$ cat src/sv/i2cm_pkg.sv
// Shared types and constants for the I2C register access master.
package i2cm_pkg;

  localparam logic [1:0] KIND_TICK  = 2'd0;
  localparam logic [1:0] KIND_READ  = 2'd1;
  localparam logic [1:0] KIND_WRITE = 2'd2;
  localparam logic [1:0] KIND_LOAD  = 2'd3;

  localparam logic [7:0] ACK_TIMEOUT_RST = 8'd250;

  typedef enum logic [21:0] {
    PH_IDLE      = 22'd1 << 0,
    PH_START_A   = 22'd1 << 1,
    PH_START_B   = 22'd1 << 2,
    PH_TX_LOW    = 22'd1 << 3,
    PH_TX_SET    = 22'd1 << 4,
    PH_TX_HIGH   = 22'd1 << 5,
    PH_ACK_LOW   = 22'd1 << 6,
    PH_ACK_REL   = 22'd1 << 7,
    PH_ACK_HIGH  = 22'd1 << 8,
    PH_ACK_CHECK = 22'd1 << 9,
    PH_RS_LOW    = 22'd1 << 10,
    PH_RS_REL    = 22'd1 << 11,
    PH_RX_LOW    = 22'd1 << 12,
    PH_RX_REL    = 22'd1 << 13,
    PH_RX_HIGH   = 22'd1 << 14,
    PH_RA_LOW    = 22'd1 << 15,
    PH_RA_SET    = 22'd1 << 16,
    PH_RA_HIGH   = 22'd1 << 17,
    PH_STOP_LOW  = 22'd1 << 18,
    PH_STOP_SET  = 22'd1 << 19,
    PH_STOP_RISE = 22'd1 << 20,
    PH_STOP_END  = 22'd1 << 21
  } phase_t;

  typedef enum logic [1:0] {
    STG_ADDR_W = 2'd0,
    STG_REG    = 2'd1,
    STG_ADDR_R = 2'd2,
    STG_DATA   = 2'd3
  } stage_t;

  // One classified item passed from the front to the back.
  typedef struct packed {
    logic [1:0] kind;
    logic       sda;
    logic [6:0] dev_addr;
    logic [7:0] reg_addr;
    logic [7:0] count;
    logic [7:0] write_byte;
  } item_t;

  typedef struct packed {
    logic       scl;
    logic       sda;
    logic [7:0] read_data;
    logic       read_valid;
    logic       busy;
    logic       done;
    logic       ack_failed;
  } result_t;

endpackage

$ cat src/sv/i2cm_front.sv
// Input side: unpacks items and holds them in a short queue for the sequencer.
module i2cm_front (
  input  logic                 clk,
  input  logic                 rst_n,
  input  logic                 in_valid,
  output logic                 in_ready,
  input  logic [33:0]          in_data,
  output logic                 q_valid,
  input  logic                 q_ready,
  output i2cm_pkg::item_t      q_item
);

  i2cm_pkg::item_t mem_r [2];
  logic            wp_r, wp_nxt, rp_r, rp_nxt;
  logic [1:0]      cnt_r, cnt_nxt;
  logic            push, pop;
  i2cm_pkg::item_t it;

  assign it.kind       = in_data[1:0];
  assign it.sda        = in_data[2];
  assign it.dev_addr   = in_data[9:3];
  assign it.reg_addr   = in_data[17:10];
  assign it.count      = in_data[25:18];
  assign it.write_byte = in_data[33:26];

  assign in_ready = (cnt_r != 2'd2);
  assign q_valid  = (cnt_r != 2'd0);
  assign q_item   = mem_r[rp_r];
  assign push     = in_valid && in_ready;
  assign pop      = q_valid && q_ready;

  always_comb begin
    wp_nxt  = wp_r ^ push;
    rp_nxt  = rp_r ^ pop;
    cnt_nxt = cnt_r + {1'b0, push} - {1'b0, pop};
  end

  always_ff @(posedge clk) begin
    if (push) begin
      mem_r[wp_r] <= it;
    end
    if (!rst_n) begin
      wp_r  <= 1'b0;
      rp_r  <= 1'b0;
      cnt_r <= 2'd0;
    end else begin
      wp_r  <= wp_nxt;
      rp_r  <= rp_nxt;
      cnt_r <= cnt_nxt;
    end
  end

endmodule

$ cat src/sv/i2cm_back.sv
// Bus sequencer: executes queued items and registers one result per item.
module i2cm_back #(
  parameter int WRITE_DEPTH = 16
) (
  input  logic                 clk,
  input  logic                 rst_n,
  input  logic [7:0]           ack_timeout,
  input  logic                 q_valid,
  output logic                 q_ready,
  input  i2cm_pkg::item_t      q_item,
  output logic                 out_valid,
  input  logic                 out_ready,
  output i2cm_pkg::result_t    out_res
);

  localparam int CW = $clog2(WRITE_DEPTH + 1);
  localparam int AW = (WRITE_DEPTH > 1) ? $clog2(WRITE_DEPTH) : 1;
  // The byte counter serves both the write buffer and read counts up to 255.
  localparam int BW = (CW > 8) ? CW : 8;

  i2cm_pkg::phase_t  phase_r, phase_nxt;
  i2cm_pkg::stage_t  stage_r, stage_nxt;
  logic [3:0]        bit_r, bit_nxt;
  logic [7:0]        shift_r, shift_nxt;
  logic [BW-1:0]     byte_r, byte_nxt;
  logic [7:0]        wait_r, wait_nxt;
  logic [CW-1:0]     loaded_r, loaded_nxt;
  logic [23:0]       cmd_r, cmd_nxt;
  logic              scl_r, scl_nxt, sda_r, sda_nxt;
  logic              fail_r, fail_nxt;
  logic [7:0]        wbuf_r [WRITE_DEPTH];
  logic [7:0]        wbuf_rd_r;
  logic [AW-1:0]     rd_addr;
  logic              take, buf_we;
  i2cm_pkg::result_t res_nxt, res_r;
  logic              ov_r;
  logic [BW-1:0]     byte_inc;
  logic [8:0]        ra_next;

  // Result register frees as soon as the downstream takes it.
  assign q_ready   = !ov_r || out_ready;
  assign take      = q_valid && q_ready;
  assign out_valid = ov_r;
  assign out_res   = res_r;
  assign byte_inc  = byte_r + 1'b1;
  assign ra_next   = 9'(byte_r) + 9'd1;

  // The buffer entry the sequencer will need at the next acknowledge is
  // fetched into a register every cycle. Its address only moves at an
  // acknowledge, and a whole byte of bus steps passes before the next one,
  // so the fetched entry is always current when it is used.
  assign rd_addr = (stage_r == i2cm_pkg::STG_DATA) ? byte_inc[AW-1:0] : '0;

  always_comb begin
    phase_nxt  = phase_r;
    stage_nxt  = stage_r;
    bit_nxt    = bit_r;
    shift_nxt  = shift_r;
    byte_nxt   = byte_r;
    wait_nxt   = wait_r;
    loaded_nxt = loaded_r;
    cmd_nxt    = cmd_r;
    scl_nxt    = scl_r;
    sda_nxt    = sda_r;
    fail_nxt   = fail_r;
    buf_we     = 1'b0;
    res_nxt    = '0;
    if (q_item.kind == i2cm_pkg::KIND_READ || q_item.kind == i2cm_pkg::KIND_WRITE) begin
      if (phase_r == i2cm_pkg::PH_IDLE) begin
        cmd_nxt   = {q_item.kind == i2cm_pkg::KIND_READ, q_item.dev_addr,
                     q_item.reg_addr, q_item.count};
        stage_nxt = i2cm_pkg::STG_ADDR_W;
        byte_nxt  = '0;
        bit_nxt   = '0;
        shift_nxt = '0;
        wait_nxt  = '0;
        fail_nxt  = 1'b0;
        phase_nxt = i2cm_pkg::PH_START_A;
      end
    end else if (q_item.kind == i2cm_pkg::KIND_LOAD) begin
      if (phase_r == i2cm_pkg::PH_IDLE && loaded_r < CW'(WRITE_DEPTH)) begin
        buf_we     = 1'b1;
        loaded_nxt = loaded_r + 1'b1;
      end
    end else begin
      unique case (phase_r)
        i2cm_pkg::PH_IDLE: begin
          scl_nxt = scl_r;
          sda_nxt = sda_r;
        end
        i2cm_pkg::PH_START_A: begin
          scl_nxt = 1'b1; sda_nxt = 1'b1; phase_nxt = i2cm_pkg::PH_START_B;
        end
        i2cm_pkg::PH_START_B: begin
          scl_nxt   = 1'b1; sda_nxt = 1'b0;
          shift_nxt = {cmd_r[22:16], stage_r == i2cm_pkg::STG_ADDR_R};
          bit_nxt   = '0;
          phase_nxt = i2cm_pkg::PH_TX_LOW;
        end
        i2cm_pkg::PH_TX_LOW: begin
          scl_nxt = 1'b0; phase_nxt = i2cm_pkg::PH_TX_SET;
        end
        i2cm_pkg::PH_TX_SET: begin
          scl_nxt = 1'b0; sda_nxt = shift_r[7]; phase_nxt = i2cm_pkg::PH_TX_HIGH;
        end
        i2cm_pkg::PH_TX_HIGH: begin
          scl_nxt   = 1'b1; sda_nxt = shift_r[7];
          shift_nxt = {shift_r[6:0], 1'b0};
          bit_nxt   = bit_r + 4'd1;
          phase_nxt = (bit_r == 4'd7) ? i2cm_pkg::PH_ACK_LOW : i2cm_pkg::PH_TX_LOW;
        end
        i2cm_pkg::PH_ACK_LOW: begin
          scl_nxt = 1'b0; phase_nxt = i2cm_pkg::PH_ACK_REL;
        end
        i2cm_pkg::PH_ACK_REL: begin
          scl_nxt = 1'b0; sda_nxt = 1'b1; phase_nxt = i2cm_pkg::PH_ACK_HIGH;
        end
        i2cm_pkg::PH_ACK_HIGH: begin
          scl_nxt = 1'b1; sda_nxt = 1'b1; wait_nxt = '0;
          phase_nxt = i2cm_pkg::PH_ACK_CHECK;
        end
        i2cm_pkg::PH_ACK_CHECK: begin
          scl_nxt = 1'b1; sda_nxt = 1'b1;
          if (!q_item.sda) begin
            unique case (stage_r)
              i2cm_pkg::STG_ADDR_W: begin
                stage_nxt = i2cm_pkg::STG_REG;
                shift_nxt = cmd_r[15:8];
                bit_nxt   = '0;
                phase_nxt = i2cm_pkg::PH_TX_LOW;
              end
              i2cm_pkg::STG_REG: begin
                if (cmd_r[23]) begin
                  stage_nxt = i2cm_pkg::STG_ADDR_R;
                  phase_nxt = i2cm_pkg::PH_RS_LOW;
                end else if (loaded_r != '0) begin
                  stage_nxt = i2cm_pkg::STG_DATA;
                  byte_nxt  = '0;
                  shift_nxt = wbuf_rd_r;
                  bit_nxt   = '0;
                  phase_nxt = i2cm_pkg::PH_TX_LOW;
                end else begin
                  phase_nxt = i2cm_pkg::PH_STOP_LOW;
                end
              end
              i2cm_pkg::STG_ADDR_R: begin
                if (cmd_r[7:0] == 8'd0) begin
                  phase_nxt = i2cm_pkg::PH_STOP_LOW;
                end else begin
                  byte_nxt  = '0;
                  bit_nxt   = '0;
                  shift_nxt = '0;
                  phase_nxt = i2cm_pkg::PH_RX_LOW;
                end
              end
              default: begin
                byte_nxt = byte_inc;
                if (byte_inc < BW'(loaded_r)) begin
                  shift_nxt = wbuf_rd_r;
                  bit_nxt   = '0;
                  phase_nxt = i2cm_pkg::PH_TX_LOW;
                end else begin
                  phase_nxt = i2cm_pkg::PH_STOP_LOW;
                end
              end
            endcase
          end else if (wait_r >= ack_timeout) begin
            fail_nxt  = 1'b1;
            phase_nxt = i2cm_pkg::PH_STOP_LOW;
          end else begin
            wait_nxt = wait_r + 8'd1;
          end
        end
        i2cm_pkg::PH_RS_LOW: begin
          scl_nxt = 1'b0; phase_nxt = i2cm_pkg::PH_RS_REL;
        end
        i2cm_pkg::PH_RS_REL: begin
          scl_nxt = 1'b0; sda_nxt = 1'b1; phase_nxt = i2cm_pkg::PH_START_A;
        end
        i2cm_pkg::PH_RX_LOW: begin
          scl_nxt = 1'b0; phase_nxt = i2cm_pkg::PH_RX_REL;
        end
        i2cm_pkg::PH_RX_REL: begin
          scl_nxt = 1'b0; sda_nxt = 1'b1; phase_nxt = i2cm_pkg::PH_RX_HIGH;
        end
        i2cm_pkg::PH_RX_HIGH: begin
          scl_nxt   = 1'b1; sda_nxt = 1'b1;
          shift_nxt = {shift_r[6:0], q_item.sda};
          bit_nxt   = bit_r + 4'd1;
          if (bit_r == 4'd7) begin
            res_nxt.read_valid = 1'b1;
            res_nxt.read_data  = {shift_r[6:0], q_item.sda};
            phase_nxt = i2cm_pkg::PH_RA_LOW;
          end else begin
            phase_nxt = i2cm_pkg::PH_RX_LOW;
          end
        end
        i2cm_pkg::PH_RA_LOW: begin
          scl_nxt = 1'b0; phase_nxt = i2cm_pkg::PH_RA_SET;
        end
        i2cm_pkg::PH_RA_SET: begin
          scl_nxt   = 1'b0;
          sda_nxt   = (ra_next >= {1'b0, cmd_r[7:0]});
          phase_nxt = i2cm_pkg::PH_RA_HIGH;
        end
        i2cm_pkg::PH_RA_HIGH: begin
          scl_nxt  = 1'b1;
          byte_nxt = byte_inc;
          if (ra_next >= {1'b0, cmd_r[7:0]}) begin
            phase_nxt = i2cm_pkg::PH_STOP_LOW;
          end else begin
            bit_nxt   = '0;
            shift_nxt = '0;
            phase_nxt = i2cm_pkg::PH_RX_LOW;
          end
        end
        i2cm_pkg::PH_STOP_LOW: begin
          scl_nxt = 1'b0; phase_nxt = i2cm_pkg::PH_STOP_SET;
        end
        i2cm_pkg::PH_STOP_SET: begin
          scl_nxt = 1'b0; sda_nxt = 1'b0; phase_nxt = i2cm_pkg::PH_STOP_RISE;
        end
        i2cm_pkg::PH_STOP_RISE: begin
          scl_nxt = 1'b1; sda_nxt = 1'b0; phase_nxt = i2cm_pkg::PH_STOP_END;
        end
        i2cm_pkg::PH_STOP_END: begin
          scl_nxt = 1'b1; sda_nxt = 1'b1;
          res_nxt.done       = 1'b1;
          res_nxt.ack_failed = fail_r;
          if (!cmd_r[23]) loaded_nxt = '0;
          fail_nxt  = 1'b0;
          phase_nxt = i2cm_pkg::PH_IDLE;
        end
        default: begin
          scl_nxt = 1'b1; sda_nxt = 1'b1; phase_nxt = i2cm_pkg::PH_IDLE;
        end
      endcase
    end
    res_nxt.scl  = scl_nxt;
    res_nxt.sda  = sda_nxt;
    res_nxt.busy = (phase_nxt != i2cm_pkg::PH_IDLE);
  end

  always_ff @(posedge clk) begin
    if (take && buf_we) begin
      wbuf_r[loaded_r[AW-1:0]] <= q_item.write_byte;
    end
    wbuf_rd_r <= wbuf_r[rd_addr];
    if (take) begin
      res_r   <= res_nxt;
      shift_r <= shift_nxt;
    end
    if (!rst_n) begin
      phase_r  <= i2cm_pkg::PH_IDLE;
      stage_r  <= i2cm_pkg::STG_ADDR_W;
      bit_r    <= '0;
      byte_r   <= '0;
      wait_r   <= '0;
      loaded_r <= '0;
      scl_r    <= 1'b1;
      sda_r    <= 1'b1;
      fail_r   <= 1'b0;
      ov_r     <= 1'b0;
      cmd_r    <= '0;
    end else begin
      if (take) begin
        phase_r  <= phase_nxt;
        stage_r  <= stage_nxt;
        bit_r    <= bit_nxt;
        byte_r   <= byte_nxt;
        wait_r   <= wait_nxt;
        loaded_r <= loaded_nxt;
        scl_r    <= scl_nxt;
        sda_r    <= sda_nxt;
        fail_r   <= fail_nxt;
        cmd_r    <= cmd_nxt;
      end
      if (take) ov_r <= 1'b1;
      else if (out_ready) ov_r <= 1'b0;
    end
  end

endmodule

$ cat src/sv/i2c_master_register_access_core.sv
// Top level of the I2C register access master with its configuration port.
//
// Usage: every input item is either a bus tick (kind 0, carrying the sampled
// SDA level), a begin-read or begin-write command, or a write-buffer load.
// The kind travels on in_tuser, the other fields on in_tdata.
// Each accepted item yields exactly one result item carrying the SCL and SDA
// drive levels, any received byte, and busy, done and ack_failed flags.
// The sequencer advances one small step per tick, so the caller paces ticks
// at the desired bus delay unit and drives the pins from scl_out/sda_out.
// Throughput is one item per cycle while the receiver accepts results. An
// item enters a two-entry queue; the sequencer takes it once its result
// register is free and registers the result for the output channel. The
// sequencer does one state step per accepted item and fetches the next
// write-buffer byte ahead into a register, so no other stall arises.
// When the receiver stalls, the result register holds and the queue fills;
// in_tready falls only when both queue entries are occupied.
// Reset puts the sequencer in idle with both lines released, empties the
// write buffer count and the queue, and sets ack_timeout to 250.
// The configuration register ack_timeout sits at byte address 0.
module i2c_master_register_access_core #(
  parameter int WRITE_DEPTH = 16
) (
  input  logic        clk,
  input  logic        rst_n,
  input  logic        in_tvalid,
  output logic        in_tready,
  // sda_in[0], dev_addr[7:1], reg_addr[15:8], count[23:16], write_byte[31:24].
  input  logic [31:0] in_tdata,
  // kind[1:0].
  input  logic [1:0]  in_tuser,
  output logic        out_tvalid,
  input  logic        out_tready,
  // scl_out[0], sda_out[1], read_data[9:2], read_valid[10], busy_res[11],
  // ack_failed[12], zero fill to 16 bits.
  output logic [15:0] out_tdata,
  // done_res, which marks the end of a transaction.
  output logic        out_tlast,
  input  logic        cfg_psel,
  input  logic        cfg_penable,
  input  logic        cfg_pwrite,
  input  logic [1:0]  cfg_paddr,
  input  logic [31:0] cfg_pwdata,
  output logic [31:0] cfg_prdata,
  output logic        cfg_pready
);

  logic [7:0]          timeout_r;
  logic                q_valid, q_ready;
  i2cm_pkg::item_t     q_item;
  i2cm_pkg::result_t   res;

  assign cfg_pready    = 1'b1;
  assign cfg_prdata    = (cfg_paddr == 2'd0) ? {24'd0, timeout_r} : 32'd0;

  always_ff @(posedge clk) begin
    if (!rst_n) begin
      timeout_r <= i2cm_pkg::ACK_TIMEOUT_RST;
    end else if (cfg_psel && cfg_penable && cfg_pwrite && cfg_paddr == 2'd0) begin
      timeout_r <= cfg_pwdata[7:0];
    end
  end

  i2cm_front u_front (
    .clk      (clk),
    .rst_n    (rst_n),
    .in_valid (in_tvalid),
    .in_ready (in_tready),
    .in_data  ({in_tdata, in_tuser}),
    .q_valid  (q_valid),
    .q_ready  (q_ready),
    .q_item   (q_item)
  );

  i2cm_back #(.WRITE_DEPTH(WRITE_DEPTH)) u_back (
    .clk         (clk),
    .rst_n       (rst_n),
    .ack_timeout (timeout_r),
    .q_valid     (q_valid),
    .q_ready     (q_ready),
    .q_item      (q_item),
    .out_valid   (out_tvalid),
    .out_ready   (out_tready),
    .out_res     (res)
  );

  assign out_tdata = {3'd0, res.ack_failed, res.busy, res.read_valid,
                      res.read_data, res.sda, res.scl};
  assign out_tlast = res.done;

endmodule
$ cat config.mk
export PLATFORM = sky130hd
export DESIGN_NAME = i2c_master_register_access_core
export DESIGN_NICKNAME = d
export VERILOG_FILES = /design/src/sv/i2cm_pkg.sv /design/src/sv/i2cm_front.sv /design/src/sv/i2cm_back.sv /design/src/sv/i2c_master_register_access_core.sv
export SDC_FILE = /design/constraint.sdc
export NUM_CORES = 1
export LEC_CHECK = 0
export ABC_AREA = 1
export ABC_CLOCK_PERIOD_IN_PS = 2430
export BUFFER_PORTS_ARGS = -buffer_cell sky130_fd_sc_hd__buf_2
export CELL_PAD_IN_SITES_DETAIL_PLACEMENT = 2
export CELL_PAD_IN_SITES_GLOBAL_PLACEMENT = 2
export CORE_MARGIN = 4
export CORE_UTILIZATION = 34
export CTS_CLUSTER_DIAMETER = 80
export DETAILED_ROUTE_END_ITERATION = 10
export HOLD_SLACK_MARGIN = 0.06
export PLACE_DENSITY = 0.75
export SYNTH_ARGS = -nofsm -noshare
export SYNTH_HDL_FRONTEND = slang
export SYNTH_SLANG_ARGS = --single-unit
$ cat constraint.sdc
create_clock -name clk -period 2.43 [get_ports clk]
set_input_delay 0.243 -clock clk [delete_from_list [all_inputs] [get_ports clk]]
set_output_delay 0.243 -clock clk [all_outputs]
set_load 0.05 [all_outputs]
Word-level counts from Yosys, hierarchy flattened --
Memory sizes are Yosys's and may differ from the RTL's. A register that Yosys moved wholly into a read port is not among the register bits. Index checks and enable logic that the tools add are counted.
Cells by class: equal/unequal tests 47, bitwise operators 6, mux-type cells 86, $add $sub $neg 7, magnitude comparators 4, reductions and logical operators 41
Operator list (number):
- $pmux W22 S21 | 1
- $mux W8 | 19
- $mux W22 | 6
- $mux W19 | 4
- $pmux W22 S3 | 1
- $pmux W8 S3 | 2
- $mux W4 | 10
- $pmux W8 S5 | 1
- $pmux W8 S2 | 2
- $eq A22 B1 Y1 const B | 1
- $eq A22 B10 Y1 const B | 1
- $eq A22 B11 Y1 const B | 1
- $eq A22 B12 Y1 const B | 1
- $eq A22 B13 Y1 const B | 1
- $eq A22 B14 Y1 const B | 1
- $eq A22 B15 Y1 const B | 1
- $eq A22 B16 Y1 const B | 1
- $eq A22 B17 Y1 const B | 1
- $eq A22 B18 Y1 const B | 1
- $eq A22 B19 Y1 const B | 1
- $eq A22 B2 Y1 const B | 1
- $eq A22 B20 Y1 const B | 1
- $eq A22 B21 Y1 const B | 1
- $eq A22 B22 Y1 const B | 1
- 63 further kinds | 130
Word-level totals: RAM bits 196, register bits 111, memories 2
Memory list:
- u_back.wbuf_r | depth 16, width 8, read ports 1, clocked after memory_dff 1, wr ports 1, line i2cm_back.sv:31 | logic [7:0] wbuf_r [WRITE_DEPTH];
- u_front.mem_r | depth 2, width 34, read ports 1, clocked after memory_dff 1, wr ports 1, line i2cm_front.sv:13 | i2cm_pkg::item_t mem_r [2];

Logic depth before layout (Yosys ltp) --
depth in word-level cells 9, gate-level depth with buffers 22, gate-level depth less buffers 22

Cells and area by module --
Synthesis repeated with hierarchy kept, for this count alone.
Unflattened totals: cells, all modules 1562, area total of the unflattened synthesis 15274.6 µm²
By module, submodules not included:
- i2cm_back | times used 1, area an instance 11787.6 µm², cells an instance 1327, sequential area each 6206.0 µm²
- i2cm_front | times used 1, area an instance 2852.7 µm², cells an instance 142, sequential area each 2142.1 µm²
- i2c_master_register_access_core | times used 1, area an instance 634.4 µm², cells an instance 93, sequential area each 160.2 µm²

Worst setup path after synthesis --
OpenSTA, ideal clock, no wires.
kind register to register, from register u_back.ov_r, in the netlist u_back.out_valid, to register u_front.cnt_r[1], cell stages (with the launch flop) 14, arrival 2.780 ns, required time 2.310 ns, path slack -0.470 ns, cells stage by stage dfxtp_1 -> inv_1 -> nor2_1 -> inv_1 -> o21ai_1 -> inv_1 -> clkbuf_1 -> clkbuf_1 -> ha_1 -> inv_1 -> ha_1 -> xor2_1 -> o21ai_0 -> a21oi_1
Between the ends: word-level cells in the longest chain between the ends 4
Ends and longest elaborated chain:
- start, declared | line i2cm_back.sv:36 | logic ov_r;
- start signal, assigned | line i2cm_back.sv:263 | ov_r <= 1'b0;
- start signal, assigned | line i2cm_back.sv:278 | if (take) ov_r <= 1'b1;
- start signal, assigned | line i2cm_back.sv:279 | else if (out_ready) ov_r <= 1'b0;
- $logic_not A1 Y1 | line i2cm_back.sv:41 | assign q_ready = !ov_r || out_ready;
- $logic_or A1 B1 Y1 | line i2cm_back.sv:41
- $logic_and A1 B1 Y1
- named net u_back.take | line i2cm_back.sv:34 | logic take, buf_we;
- $sub A2 B1 Y2 | line i2cm_front.sv:35 | cnt_nxt = cnt_r + {1'b0, push} - {1'b0, pop};
- end signal, assigned | line i2cm_front.sv:49 | cnt_r <= cnt_nxt;
- end, declared | line i2cm_front.sv:15 | logic [1:0] cnt_r, cnt_nxt;
The timed path passes the listed nets, and every way through them passes these cells. A chain may end at the register's enable or synchronous reset.

==> flow_metrics.tcl <==
set metrics [dict create \
    run_status "complete, but fails checks" \
    violations "setup timing" \
    setup_viol 176 \
    core_mm2 0.04336 \
    max_stage_delay_ns 0.40 \
    drive_above_1_share_pct 29.30 \
    vias 13710 \
    maxCapViolations 0 \
    grt_usage_pct 23.87 \
    synth_top_area_share_pct 43.52 \
    r2r_cells 17 \
    r2r-end "u_back.out_res[2]$_DFFE_PP_" \
    multi_input_area_mm2 0.006449 \
    die_h_um 218.3 \
    first_pass_iters 5 \
    final_cell_mix "nand2_1 (221), edfxtp_1 (218), nor2_1 (191)" \
    worst_pin_slew_ns 0.9137 \
    seq_area_frac_synth_pct 56.56 \
    max-vdd-ir-drop_mv 0.6862 \
    cts_root_buf "clkbuf_16" \
    r2r-start "u_back.byte_r[0]$_SDFFE_PN0P_" \
    cts_tree "yes" \
    die_width_um 218.3 \
    syn_avg_cell_area_um2 9.557 \
    min_period_ns 3.118 \
    dieArea_mm2 0.04767 \
    postRouteAntennaNets 0 \
    reg2reg_slack_ns -0.69 \
    drv_slew 0 \
    p_total_mw 24.48 \
    dp_hpwl_um 36150 \
    fin_crit_sh_pct 128.3 \
    critical_path_class "reg2reg" \
    gp_congestion 0.8461 \
    crit_end "u_back.out_res[2]$_DFFE_PP_" \
    power_density_mw_per_mm2 1192 \
    ys_warn_count 0 \
    antenna_found_initial 0 \
    clk_pin_slew_ns 0.07 \
    grt_pass1_vias 14610 \
    cp.buffers_inverters 1 \
    antenna-diode-count 0 \
    ys_ff_latch 316 \
    yosysUniqueCellTypes 56 \
    clockBufferDepth 3 \
    vias_per_cell 5.479 \
    numCtsBuffers 39 \
    crit_start "u_back.byte_r[0]$_SDFFE_PN0P_" \
    cp_top_family "simple AND/OR/NAND/NOR gates" \
    cts.sinks 316 \
    crit_cells 17 \
    clk_latency_ns 0.57 \
    synthArstFlopShare_pct 0 \
    synth_area_leaders "edfxtp_1 (44%), dfxtp_1 (13%), nand2_1 (6.2%)" \
    numPortBuffers 74 \
    cp_max_fo 4 \
    row_count 76 \
    path_cells "ha_4, nand2_4, nor2_4, xnor2_2, inv_2, ha_4, a21oi_1, o21a_1, nor2_2, nor2_2, nand3_4, nand2_4, nand3_1, nand2_1, nand4_1, nor2_1, nand3_1" \
    setup_tns_ns -17.95 \
    area_delta_synth_final_pct 36.60 \
    dp_cells 2311 \
    syn-cell-area_mm2 0.01504 \
    ioPinCount 127 \
    critPathLaunchType "flop" \
    cp_slowest_cell "dfxtp_4" \
    finalHoldViolCount 0 \
    nFillCells 4503 \
    max_slew_margin_pct 39.09 \
    synth_edf_count 218 \
    fin_cells 2503 \
    yosys.area.top_type "edfxtp_1" \
    drc 0 \
    clock.fmax_ghz 0.3207 \
    fin_util_pct 47.39 \
    initialDrtViolationCount 954 \
    worstPathRequired_ns 2.70 \
    layout_commonest_cell "nand2_1" \
    wl_um 67580 \
    h-tree-depth 2 \
    arrival_ns 3.39 \
    fin_skew_ns 0.02775 \
    syn_inst 1574 \
    grt-ovfl-total 0 \
    grt_setup_unrepaired "yes" \
    regArea_mm2 0.008528 \
    cellLeakagePower_nw 8.298 \
    grt_pass1_wl_um 87740 \
    end_kind "flop" \
    hp-class "in2reg" \
    avgRoutedWirePerCell_um 27.00 \
    grt_max_degree 39 \
    start_util_pct 34.69 \
    ys.flop_type "edfxtp_1" \
    finalNetCount 2003 \
    fin_ws_ns -0.6879 \
]
==> worst reg2reg max path, cell delays in order, from the launching register on <==
cell and delay [ns]:
dfxtp_4 0.40, ha_4 0.18, nand2_4 0.08, nor2_4 0.18
xnor2_2 0.17, inv_2 0.09, ha_4 0.25, a21oi_1 0.20
o21a_1 0.20, nor2_2 0.06, nor2_2 0.15, nand3_4 0.13
nand2_4 0.11, nand3_1 0.12, nand2_1 0.13, nand4_1 0.11
nor2_1 0.13, nand3_1 0.13
==> layer usage <==
metal,up-vias,part of all wire (%),track usage [%]
met1,6967,39,28.66
met3,192,5.2,3.643
met2,546,51,43.00
met4,0,5.0,9.290
met5,-,0,0
li1,6008,-,-
==> registers in the layout, summed over array words and instances (netlist names), named ones only <==
signal	cells
timeout_r	8
u_back.bit_r	4
u_back.byte_r	8
u_back.cmd_r	24
u_back.fail_r	1
u_back.loaded_r	5
u_back.out_res	14
u_back.out_valid	1
u_back.phase_r	22
u_back.scl_r	1
u_back.sda_r	1
u_back.shift_r	8
u_back.stage_r	2
u_back.wait_r	8
u_back.wbuf_r	128
u_back.wbuf_rd_r	8
u_front.cnt_r	2
u_front.mem_r	68
u_front.rp_r	1
u_front.wp_r	1
==> Yosys cell counts (5+ instances only) <==
master / number
a211oi_2: 6
a21oi_1: 52
a22oi_1: 8
buf_2: 7
buf_4: 30
clkbuf_1: 44
clkinv_1: 5
dfxtp_1: 98
edfxtp_1: 218
ha_1: 39
inv_1: 145
inv_2: 11
mux2i_1: 6
nand2_1: 250
nand2_2: 7
nand3_1: 101
nand3_2: 7
nand4_1: 26
nor2_1: 229
nor2_2: 14
nor2_4: 6
nor3_1: 19
o211a_1: 15
o211ai_1: 24
o21ai_0: 107
o221ai_1: 15
o22ai_1: 11
o311ai_0: 10
o32ai_1: 5
xor2_1: 7
==> cell families after synthesis <==
logic type	count (synthesis)	share of synthesized area, %
simple gates	681	20.44
flops	316	56.56
compound gates	273	11.63
buf+inv	249	7.219
fa+ha+maj	39	3.244
xor+xnor	8	0.4658
mux	6	0.3993
other cells	2	0.04992
==> per-stage QoR <==
stage          hold slack [ns]  worst slack (ns)  area [um^2]
5_1_grt                 0.1241           -0.7941        20550
3_3_place_gp            0.4310           -0.3560        17160
3_5_place_dp            0.4353           -0.5347        17160
4_1_cts                0.08184           -0.2757        19440
6_report               0.09981           -0.6879        20550
2_1_floorplan           0.3419          0.004647        15350
==> power by group <==
group          internal, mW  switching, mW
clock network          3.32           2.56
logic                  4.17           7.18
registers              6.74          0.509
==> layout make-up <==
class                   instances  area share, %
flip-flops and latches        316          41.50
multi-input cells            1036          31.38
repair buffers                333          14.35
clock buffers                  50          5.145
well taps                     585          3.562
inverters                     161          3.148
clock inverters                20         0.8464
repair inverters                2        0.06698
==> timing repair <==
item,CTS,global route
cloned,0,6
hold endpoints to repair,77,0
buffers inserted,29,48
endpoints found under the setup margin,174,212
hold buffers,43,0
pin swaps,45,57
gates resized for setup,70,148
==> how the worst min path moves through the flow <==
stage / end / startpoint / slack, ns / depth (start not counted)
after floorplan: u_front.mem_r[0][0]$_DFFE_PP_ / in_tdata[24] / 0.34 / 0
after CTS: timeout_r[0]$_SDFFE_PN0P_ / cfg_pwrite / 0.08 / 3
final: timeout_r[0]$_SDFFE_PN0P_ / cfg_pwrite / 0.1 / 3
after global placement: u_front.mem_r[1][13]$_DFFE_PP_ / in_tdata[21] / 0.43 / 1
after detailed placement: u_front.mem_r[1][23]$_DFFE_PP_ / in_tdata[15] / 0.44 / 1
after global routing: timeout_r[2]$_SDFFE_PN0P_ / cfg_pwrite / 0.12 / 3
Power figures use the tool's default switching activity.
